===== src/hw/rtl/frmb_pkg.sv =====
// Shared types, constants and codes of the frame builder with XOR parity.
package frmb_pkg;

    localparam int DEF_MIN_PAYLOAD = 10;
    localparam logic [7:0] MARKER_RESET = 8'd126;

    localparam logic REG_START_MARKER = 1'b0;

    localparam logic ACT_START = 1'b0;
    localparam logic ACT_DATA  = 1'b1;

    typedef enum logic [2:0] {
        SEL_MARKER,
        SEL_HDR1,
        SEL_HDR2,
        SEL_DATA,
        SEL_ERR,
        SEL_PAD,
        SEL_PARITY
    } t_sel;

    typedef struct packed {
        logic emit;
        t_sel sel;
        logic load_hdr;
        logic dec_bytes;
        logic dec_pad;
        logic clear;
    } t_cmd;

    typedef struct packed {
        logic out_free;
        logic frame_open;
        logic last_data;
        logic len_zero;
        logic pad_zero;
        logic pad_one;
    } t_sts;

endpackage


===== src/hw/rtl/frmb_ctrl.sv =====
// Controller state machine of the frame builder: sequences marker, headers, data, padding, parity and error bytes.
module frmb_ctrl (
    input  logic           i_clk,
    input  logic           i_rst_n,
    input  logic           i_in_valid,
    input  logic           i_action,
    input  frmb_pkg::t_sts i_sts,
    output logic           o_in_ready,
    output frmb_pkg::t_cmd o_cmd
);

    typedef enum logic [4:0] {
        ST_IDLE   = 5'b00001,
        ST_HDR1   = 5'b00010,
        ST_HDR2   = 5'b00100,
        ST_PAD    = 5'b01000,
        ST_PARITY = 5'b10000
    } t_state;

    t_state r_state;
    t_state n_state;

    always_ff @(posedge i_clk) begin
        if (!i_rst_n) begin
            r_state <= ST_IDLE;
        end else begin
            r_state <= n_state;
        end
    end

    assign o_in_ready = (r_state == ST_IDLE) && i_sts.out_free;

    always_comb begin
        n_state         = r_state;
        o_cmd           = '0;
        o_cmd.sel       = frmb_pkg::SEL_PAD;
        case (r_state)
            ST_IDLE: begin
                if (i_in_valid && i_sts.out_free) begin
                    o_cmd.emit = 1'b1;
                    if (i_action == frmb_pkg::ACT_START) begin
                        o_cmd.sel      = frmb_pkg::SEL_MARKER;
                        o_cmd.load_hdr = 1'b1;
                        n_state        = ST_HDR1;
                    end else if (!i_sts.frame_open) begin
                        o_cmd.sel = frmb_pkg::SEL_ERR;
                    end else begin
                        o_cmd.sel       = frmb_pkg::SEL_DATA;
                        o_cmd.dec_bytes = 1'b1;
                        if (i_sts.last_data) begin
                            n_state = i_sts.pad_zero ? ST_PARITY : ST_PAD;
                        end
                    end
                end
            end
            ST_HDR1: begin
                if (i_sts.out_free) begin
                    o_cmd.emit = 1'b1;
                    o_cmd.sel  = frmb_pkg::SEL_HDR1;
                    n_state    = ST_HDR2;
                end
            end
            ST_HDR2: begin
                if (i_sts.out_free) begin
                    o_cmd.emit = 1'b1;
                    o_cmd.sel  = frmb_pkg::SEL_HDR2;
                    if (i_sts.len_zero) begin
                        n_state = i_sts.pad_zero ? ST_PARITY : ST_PAD;
                    end else begin
                        n_state = ST_IDLE;
                    end
                end
            end
            ST_PAD: begin
                if (i_sts.out_free) begin
                    o_cmd.emit    = 1'b1;
                    o_cmd.sel     = frmb_pkg::SEL_PAD;
                    o_cmd.dec_pad = 1'b1;
                    if (i_sts.pad_one) begin
                        n_state = ST_PARITY;
                    end
                end
            end
            ST_PARITY: begin
                if (i_sts.out_free) begin
                    o_cmd.emit  = 1'b1;
                    o_cmd.sel   = frmb_pkg::SEL_PARITY;
                    o_cmd.clear = 1'b1;
                    n_state     = ST_IDLE;
                end
            end
            default: begin
                n_state = ST_IDLE;
            end
        endcase
    end

endmodule


===== src/hw/rtl/frmb_dpath.sv =====
// Datapath of the frame builder: frame state, parity, start marker and output register.
module frmb_dpath #(
    parameter int MIN_PAYLOAD = frmb_pkg::DEF_MIN_PAYLOAD
) (
    input  logic           i_clk,
    input  logic           i_rst_n,
    input  frmb_pkg::t_cmd i_cmd,
    input  logic [5:0]     i_len,
    input  logic [5:0]     i_seq,
    input  logic [3:0]     i_kind,
    input  logic [7:0]     i_data,
    input  logic           i_marker_we,
    input  logic [7:0]     i_marker_wdata,
    input  logic           i_out_ready,
    output frmb_pkg::t_sts o_sts,
    output logic [7:0]     o_marker,
    output logic           o_out_valid,
    output logic [7:0]     o_out_byte,
    output logic           o_out_last,
    output logic           o_out_error
);

    localparam int PAD_W = (MIN_PAYLOAD > 1) ? $clog2(MIN_PAYLOAD + 1) : 1;
    localparam logic [6:0] MIN_P = 7'(MIN_PAYLOAD);

    logic             r_frame_open;
    logic [5:0]       r_bytes_left;
    logic [PAD_W-1:0] r_pad_left;
    logic [7:0]       r_parity;
    logic [7:0]       r_marker;
    logic [5:0]       r_len;
    logic [5:0]       r_seq;
    logic [3:0]       r_kind;
    logic             r_valid;
    logic [7:0]       r_byte;
    logic             r_last;
    logic             r_error;

    logic [7:0]       n_byte;
    logic [6:0]       pad_diff;
    logic [PAD_W-1:0] pad_init;

    assign pad_diff = MIN_P - {1'b0, i_len};
    assign pad_init = ({1'b0, i_len} < MIN_P) ? pad_diff[PAD_W-1:0] : '0;

    always_comb begin
        case (i_cmd.sel)
            frmb_pkg::SEL_MARKER: n_byte = r_marker;
            frmb_pkg::SEL_HDR1:   n_byte = {r_len, r_seq[5:4]};
            frmb_pkg::SEL_HDR2:   n_byte = {r_seq[3:0], r_kind};
            frmb_pkg::SEL_DATA:   n_byte = i_data;
            frmb_pkg::SEL_PARITY: n_byte = r_parity;
            default:              n_byte = 8'd0;
        endcase
    end

    always_ff @(posedge i_clk) begin
        if (!i_rst_n) begin
            r_frame_open <= 1'b0;
            r_bytes_left <= '0;
            r_pad_left   <= '0;
            r_parity     <= '0;
            r_marker     <= frmb_pkg::MARKER_RESET;
            r_valid      <= 1'b0;
        end else begin
            if (i_marker_we) begin
                r_marker <= i_marker_wdata;
            end
            if (i_cmd.emit) begin
                r_valid <= 1'b1;
            end else if (i_out_ready) begin
                r_valid <= 1'b0;
            end
            if (i_cmd.load_hdr) begin
                r_frame_open <= 1'b1;
                r_bytes_left <= i_len;
                r_pad_left   <= pad_init;
                r_parity     <= r_marker;
            end else if (i_cmd.clear) begin
                r_frame_open <= 1'b0;
                r_bytes_left <= '0;
                r_pad_left   <= '0;
                r_parity     <= '0;
            end else begin
                if (i_cmd.emit && (i_cmd.sel == frmb_pkg::SEL_HDR1 ||
                                   i_cmd.sel == frmb_pkg::SEL_HDR2 ||
                                   i_cmd.sel == frmb_pkg::SEL_DATA)) begin
                    r_parity <= r_parity ^ n_byte;
                end
                if (i_cmd.dec_bytes) begin
                    r_bytes_left <= r_bytes_left - 6'd1;
                end
                if (i_cmd.dec_pad) begin
                    r_pad_left <= r_pad_left - PAD_W'(1);
                end
            end
        end
    end

    always_ff @(posedge i_clk) begin
        if (i_cmd.load_hdr) begin
            r_len  <= i_len;
            r_seq  <= i_seq;
            r_kind <= i_kind;
        end
        if (i_cmd.emit) begin
            r_byte  <= n_byte;
            r_last  <= (i_cmd.sel == frmb_pkg::SEL_PARITY);
            r_error <= (i_cmd.sel == frmb_pkg::SEL_ERR);
        end
    end

    assign o_sts.out_free   = !r_valid || i_out_ready;
    assign o_sts.frame_open = r_frame_open;
    assign o_sts.last_data  = (r_bytes_left == 6'd1);
    assign o_sts.len_zero   = (r_bytes_left == 6'd0);
    assign o_sts.pad_zero   = (r_pad_left == '0);
    assign o_sts.pad_one    = (r_pad_left == PAD_W'(1));

    assign o_marker    = r_marker;
    assign o_out_valid = r_valid;
    assign o_out_byte  = r_byte;
    assign o_out_last  = r_last;
    assign o_out_error = r_error;

endmodule


===== src/hw/rtl/frame_builder_xor_parity_top.sv =====
// Top level of the frame builder with XOR parity.
// The input stream carries requests: tuser 0 is a start transaction whose tdata holds the
// payload length, sequence number and type; tuser 1 carries one payload byte in tdata.
// The output stream carries the frame one byte per transaction: the start marker, two
// header bytes, the payload bytes, zero padding up to MIN_PAYLOAD bytes and a parity byte
// flagged by tlast. tuser marks an error byte sent for data with no frame open.
// A start transaction emits the marker and then the two header bytes; with an empty payload
// the padding bytes and the parity byte follow. A payload byte emits one data byte, and the
// last one of a frame is followed by the padding bytes and then the parity byte. The output
// register holds one byte, so the first result appears in the cycle after acceptance; the
// state machine emits one output byte per cycle while the output register is free.
// The APB port holds the start marker register at address 0; writes are taken at once.
// Reset clears the frame state, empties the output register and sets the marker to 126.
// When the receiver stalls, the output byte holds and input is refused once it is full.
module frame_builder_xor_parity_top #(
    parameter int MIN_PAYLOAD = frmb_pkg::DEF_MIN_PAYLOAD
) (
    input  logic        i_clk,
    input  logic        i_rst_n,
    input  logic        i_s_axis_tvalid,
    output logic        o_s_axis_tready,
    // tdata: payload_length[5:0], sequence_req[11:6], kind[15:12], data_byte[23:16]
    input  logic [23:0] i_s_axis_tdata,
    // tuser: action[0]
    input  logic        i_s_axis_tuser,
    output logic        o_m_axis_tvalid,
    input  logic        i_m_axis_tready,
    // tdata: frame_byte[7:0]
    output logic [7:0]  o_m_axis_tdata,
    output logic        o_m_axis_tlast,
    // tuser: error[0]
    output logic        o_m_axis_tuser,
    input  logic        psel,
    input  logic        penable,
    input  logic        pwrite,
    input  logic [2:0]  paddr,
    input  logic [31:0] pwdata,
    output logic [31:0] prdata,
    output logic        pready
);

    frmb_pkg::t_cmd cmd;
    frmb_pkg::t_sts sts;
    logic           marker_we;
    logic [7:0]     marker;

    assign pready    = 1'b1;
    assign marker_we = psel && penable && pwrite && (paddr[2] == frmb_pkg::REG_START_MARKER);
    assign prdata    = (paddr[2] == frmb_pkg::REG_START_MARKER) ? {24'd0, marker} : 32'd0;

    frmb_ctrl u_ctrl (
        .i_clk      (i_clk),
        .i_rst_n    (i_rst_n),
        .i_in_valid (i_s_axis_tvalid),
        .i_action   (i_s_axis_tuser),
        .i_sts      (sts),
        .o_in_ready (o_s_axis_tready),
        .o_cmd      (cmd)
    );

    frmb_dpath #(
        .MIN_PAYLOAD (MIN_PAYLOAD)
    ) u_dpath (
        .i_clk          (i_clk),
        .i_rst_n        (i_rst_n),
        .i_cmd          (cmd),
        .i_len          (i_s_axis_tdata[5:0]),
        .i_seq          (i_s_axis_tdata[11:6]),
        .i_kind         (i_s_axis_tdata[15:12]),
        .i_data         (i_s_axis_tdata[23:16]),
        .i_marker_we    (marker_we),
        .i_marker_wdata (pwdata[7:0]),
        .i_out_ready    (i_m_axis_tready),
        .o_sts          (sts),
        .o_marker       (marker),
        .o_out_valid    (o_m_axis_tvalid),
        .o_out_byte     (o_m_axis_tdata),
        .o_out_last     (o_m_axis_tlast),
        .o_out_error    (o_m_axis_tuser)
    );

endmodule

===== config.mk =====
export PLATFORM = sky130hd
export DESIGN_NAME = frame_builder_xor_parity_top
export DESIGN_NICKNAME = d
export VERILOG_FILES = /design/src/hw/rtl/frmb_pkg.sv /design/src/hw/rtl/frmb_ctrl.sv /design/src/hw/rtl/frmb_dpath.sv /design/src/hw/rtl/frame_builder_xor_parity_top.sv
export SDC_FILE = /design/constraint.sdc
export NUM_CORES = 1
export LEC_CHECK = 0
export BUFFER_PORTS_ARGS = -buffer_cell sky130_fd_sc_hd__buf_2
export CAP_MARGIN = 15
export CELL_PAD_IN_SITES_DETAIL_PLACEMENT = 2
export CELL_PAD_IN_SITES_GLOBAL_PLACEMENT = 2
export CORE_MARGIN = 8
export CORE_UTILIZATION = 28
export DETAILED_ROUTE_END_ITERATION = 10
export PLACE_DENSITY = 0.73
export REMOVE_ABC_BUFFERS = 1
export SLEW_MARGIN = 20
export SYNTH_ARGS = -nofsm -noshare
export SYNTH_HDL_FRONTEND = slang
export SYNTH_HIERARCHICAL = 1
export SYNTH_SLANG_ARGS = --single-unit

===== constraint.sdc =====
create_clock -name i_clk -period 5.3 [get_ports i_clk]
set_input_delay 1.325 -clock i_clk [delete_from_list [all_inputs] [get_ports i_clk]]
set_output_delay 1.325 -clock i_clk [all_outputs]
set_load 0.02 [all_outputs]

[Word-level counts from Yosys, hierarchy flattened]
Cells that the tools add are included.
Storage, ports and cells
  memories kept: 0
  ROM bits: 0
  output and inout port bits: 45
  bits in writable memories: 0
  flip-flop bits (word level): 59
  bits in latches: 0
  word-level logic and storage cells: 101
  input bits: 67
Operators by class
  $lt $le $gt $ge: 1
  divide/modulo/power cells: 0
  eq/ne operators: 20
  shifts and indexed selects: 0
  muxes and demuxes: 43
  bitwise logic cells: 2
  $add $sub $neg: 3
  multipliers: 0
  reductions and logical operators: 19
Operator list (count)
  $mux 5: 11
  $pmux 8 s5: 1
  $mux 4: 8
  $mux 8: 4
  $pmux 5 s5: 1
  $mux 6: 4
  $pmux 4 s5: 1
  $mux 1: 10
  $reduce_bool 3->1: 3
  $ne 2x1->1 const B: 4
  $reduce_and 8->1: 1
  $xor 8x8->8: 1
  $eq 3x2->1 const B: 2
  $eq 3x3->1 const B: 2
  $eq 6x1->1 const B: 1
  $logic_and 1x1->1: 6
  $logic_not 6->1: 1
  $lt 6x4->1 const B: 1
  $mux 3: 2
  $sub 6x1->6 const B: 1
  $eq 5x1->1 const B: 1
  $eq 5x2->1 const B: 1
  $eq 5x3->1 const B: 1
  $eq 5x4->1 const B: 1
  other kinds (15): 19

[Depth between registers and ports, before layout]
  depth after elaboration: 12
  depth in mapped cells: 11
  depth with buffers taken out: 9

[Modules after synthesis]
The synthesis kept the hierarchy.
By module, submodules not included
  frmb_dpath: cells an instance 255, area each 2867.8 µm², instances 1, sequential area each 1341.3 µm²
  frmb_ctrl: cells an instance 83, area each 646.9 µm², instances 1, sequential area each 100.1 µm²
  frame_builder_xor_parity_top: cells an instance 36, area each 275.3 µm², instances 1, sequential area each 0.0 µm²

[Worst setup path before layout]
OpenSTA, ideal clock, no wires.
  path type: input to register
  start point: in i_m_axis_tready
  end point: reg u_dpath.r_pad_left[2]
  stages on the path: 9
  setup time: 0.070 ns
  setup slack: 1.782 ns
  buffers on the path: 3
  data arrival time: 3.448 ns
  path through: nand2b_1 > buf_2 > nand4_1 > nor2_1 > buf_2 > buf_2 > and4_1 > o22ai_1 > a21oi_1
RTL lines
  start: declaration: line frame_builder_xor_parity_top.sv:27  | input logic i_m_axis_tready,
  end signal: assignment: line frmb_dpath.sv:77  | r_pad_left <= pad_init;
  end signal: assignment: line frmb_dpath.sv:94  | r_pad_left <= r_pad_left - PAD_W'(1);
  end: declaration: line frmb_dpath.sv:28  | logic [PAD_W-1:0] r_pad_left;

==> impl_metrics.toml <==
[power_and_ir_drop]
p_int_uw = 1230
p_seq_share_pct = 33.9
ir_worst_vdd_mv = 0.177
leakage_uw = 0.00170
power_uw = 1920
pwr-share-comb_pct = 34.3
p_switching_uw = 685
pwr-share-clk_pct = 31.8
p_per_area_nw_per_um2 = 439
switching_share_pct = 35.7

[critical_path]
r2r_start = "u_ctrl/r_state[2]"
crit_slowest_cell = "nor2_1"
path_delay_family = "simple AND/OR/NAND/NOR gates"
cp_slowest_stage_delay_ns = 0.59
path_class = "primary input to flip-flop"
arrival_ns = 4.02
cp_num_buf_inv = 2
path_cells = "buf_2 -> nand2b_1 -> nand4_1 -> nor2_1 -> a31o_2 -> buf_4 -> mux2i_1 -> o22ai_2 -> nor3_1 -> nor3b_2"
rrSetupSlack_ns = 1.94
cp.required_ns = 5.51
setup.worst_path.end = "u_dpath/r_parity[7]"
crit_path_start = "i_m_axis_tready"
critPathMaxFanout = 18
critPathLaunchType = "primary input"
r2r_cells = 9
reg2reg_to = "u_dpath/r_parity[7]"
worst-path-stages = 10
cp-end-kind = "flip-flop"

[drt]
drc_errors = 0
routed_wl_mm = 11.2
wl_per_cell_um = 18.7
drtIter0Drc = 119
drt_pass1_iterations = 4
vias_per_cell = 4.98
dr_total_vias = 2987
antenna_left = 0

[placed_design]
numPortBuffers = 60
dpl.hpwl_mm = 8.18
place.gp.congestion = 0.744

[grt]
grt_overflow = 0
grt_max_degree = 37
grtUsageTotal_pct = 12.9
grt_pass1_wl_mm = 18.4
antenna_found_initial = 0
grt_pass1_vias = 3466

[clocking]
tritoncts.num_buffers = 9
cts_setup_buffers = 0
clk_latency_ns = 0.33
clock-sinks = 59
hold_buffers = 0
cts_tree = "yes"
path_clk_slew_ns = 0.05
cts.path.max_buffers = 2
cts_root_buffer = "clkbuf_16"
htree_levels = 3
cts_resized = 0

[floorplanning]
dieArea_sq_um = 17500
ioPinCount = 112
std_cell_rows = 42
fp.coreArea_sq_um = 13200
die_w_um = 132
start_util_pct = 28.6
die_h_um = 132

[timing]
rsz0062_at_grt = "false"
hold_viol_final = 0
drv_slew = 0
setup_tns_ns = 0
period_needed_ns = 3.80
worst_slew_pin_slew_ns = 0.737
max_freq_mhz = 263
relSlewSlack_pct = 50.8
final.period_utilization_pct = 71.8
fin_skew_ns = 0.00291
setup_viol = 0

[cells_and_area]
nets = 494
diodes = 0
layout-drive-gt1-share_pct = 26.9
syn2layout_area_growth_pct = 15.3

[logic_synthesis]
ys.flop_type = "dfxtp_1"
synth_cells = 374
synthesis.area_sq_um = 3790
synth_edf_count = 26
yosysUniqueCellTypes = 74
seq_area_frac_synth_pct = 38.0
async_reset_ff_share_pct = 0
yosys_warnings = 6
ys_ff_latch = 59
syn_avg_cell_area_sq_um = 10.1

[hold_path]
hp-class = "flip-flop to flip-flop"

[run_status]
status = "completed"

[job]
maxCapViolCount = 0
==> registers in the layout, summed over array words and instances (netlist names) <==
| signal | flops |
|---|---|
| u_dpath/r_bytes_left | 6 |
| u_dpath/o_marker | 8 |
| u_dpath/r_len | 6 |
| u_dpath/o_out_error | 1 |
| u_dpath/o_out_valid | 1 |
| u_dpath/r_frame_open | 1 |
| u_dpath/r_parity | 8 |
| u_dpath/r_kind | 4 |
| u_dpath/r_pad_left | 4 |
| u_ctrl/r_state | 5 |
| u_dpath/o_out_byte | 8 |
| u_dpath/o_out_last | 1 |
| u_dpath/r_seq | 6 |
==> stage by stage <==
| step | hold slack [ns] | setup WS (ns) | util, % | instance area [sq um] | instances |
|---|---|---|---|---|---|
| after floorplan | 0.449 | 0.611 | - | 3500 | 345 |
| after global placement | 0.470 | 1.25 | 30.7 | 4060 | 585 |
| after detailed placement | 0.481 | 1.16 | 30.7 | 4060 | 585 |
| after CTS | 0.491 | 1.44 | 33.0 | 4370 | 600 |
| after global routing | 0.519 | 1.30 | 33.0 | 4370 | 600 |
| final | 0.486 | 1.50 | 33.0 | 4370 | 600 |
==> kinds of logic (layout without fill, tap and decap cells) <==
| family | after synthesis | count (layout) | synth area share (%) |
|---|---|---|---|
| buffers and inverters | 60 | 87 | 10.6 |
| AO/OA/AOI/OAI | 82 | 82 | 17.8 |
| XOR/XNOR | 7 | 7 | 1.62 |
| flip-flops | 59 | 59 | 38.0 |
| AND/OR/NAND/NOR | 131 | 131 | 22.5 |
| adder cells (fa/ha/maj) | 7 | 7 | 2.31 |
| other | 2 | 25 | 0.198 |
| multiplexers | 26 | 26 | 6.87 |
==> power by group through the flow <==
stage	combinational, uW	clock (uW)	sequential, uW
after floorplan	419	0	684
after global placement	634	0	652
after detailed placement	665	0	660
after CTS	669	627	652
after global routing	721	642	663
final	658	610	651
==> placed cells by master (no fill, tap or decap), types with 3 or more instances in the layout <==
| cell type | instances |
|---|---|
| buf_2 | 60 |
| dfxtp_1 | 33 |
| nand2_1 | 30 |
| mux2i_1 | 26 |
| edfxtp_1 | 26 |
| conb_1 | 25 |
| nor2_1 | 11 |
| nor3_1 | 11 |
| a21oi_1 | 10 |
| clkbuf_16 | 9 |
| nor3b_1 | 9 |
| a21o_1 | 9 |
| o21ai_0 | 9 |
| and2b_2 | 8 |
| o2111ai_1 | 8 |
| and2_1 | 8 |
| nor2b_1 | 7 |
| inv_1 | 7 |
| o22ai_2 | 7 |
| nor3b_2 | 7 |
| ha_1 | 7 |
| xor2_1 | 6 |
| nand3b_1 | 6 |
| o221ai_1 | 6 |
| buf_4 | 4 |
| or4b_1 | 3 |
| and3b_1 | 3 |
| a21boi_0 | 3 |
| a31oi_1 | 3 |
==> area by class of cell <==
class | instances | area (sq um)
Clock buffer | 9 | 225
Clock inverter | 6 | 81.3
Fill cell | 1479 | 8870
Inverter | 8 | 30.0
Multi-Input combinational cell | 278 | 2040
Sequential cell | 59 | 1440
Tap cell | 176 | 220
Timing Repair Buffer | 64 | 330
==> layer usage <==
layer / global-route usage (%) / vias to the layer above / wire length (um)
li1: - / 1430 / -
met1: 14.4 / 1483 / 4810
met2: 23.6 / 67 / 5800
met3: 3.39 / 7 / 535
met4: 3.79 / 0 / 79
met5: 0 / - / 0
==> synth_stat cells (3+ instances only) <==
library cell  number  share of area, %
dfxtp_1           33                17
nand2_1           30               3.0
buf_4             29               5.7
edfxtp_1          26                21
mux2i_1           26               6.9
buf_2             12               1.6
nor2_1            12               1.2
nor3_1            11               1.5
a21oi_1           10               1.3
a21o_1             9               1.8
nor3b_1            9               1.8
o21ai_0            9               1.2
and2_1             8               1.3
and2b_2            8               1.8
o2111ai_1          8               1.8
ha_1               7               2.3
inv_1              7              0.69
nor2b_1            7               1.2
nor3b_2            7               2.3
o22ai_2            7               2.3
nand3b_1           6               1.2
o221ai_1           6               1.4
xor2_1             6               1.4
buf_6              5               1.5
clkbuf_1           5              0.50
a21boi_0           3              0.59
a31oi_1            3              0.50
and3b_1            3              0.69
or4b_1             3              0.79
==> worst register-to-register path, cell delays in order, from the launching register on <==
cell and delay (ns):
dfxtp_1 0.53, nor4_2 0.50, nand4_1 0.24, nor2_1 0.59, a31o_2 0.23, buf_4 0.32, mux2i_1 0.33, o22ai_2 0.14
nor3_1 0.29, nor3b_2 0.08
==> worst min-delay path by stage <==
| stage | start | cells past startpoint | slack, ns | end |
|---|---|---|---|---|
| 2_1_floorplan | u_dpath/r_bytes_left[3] | 2 | 0.45 | u_dpath/r_bytes_left[3] |
| 4_1_cts | u_dpath/r_bytes_left[3] | 2 | 0.49 | u_dpath/r_bytes_left[3] |
| 5_1_grt | u_dpath/r_bytes_left[3] | 2 | 0.52 | u_dpath/r_bytes_left[3] |
| 3_3_place_gp | u_dpath/r_bytes_left[3] | 2 | 0.47 | u_dpath/r_bytes_left[3] |
| 3_5_place_dp | u_dpath/r_bytes_left[3] | 2 | 0.48 | u_dpath/r_bytes_left[3] |
| 6_report | u_dpath/r_bytes_left[3] | 2 | 0.49 | u_dpath/r_bytes_left[3] |
Power figures use the tool's default switching activity.
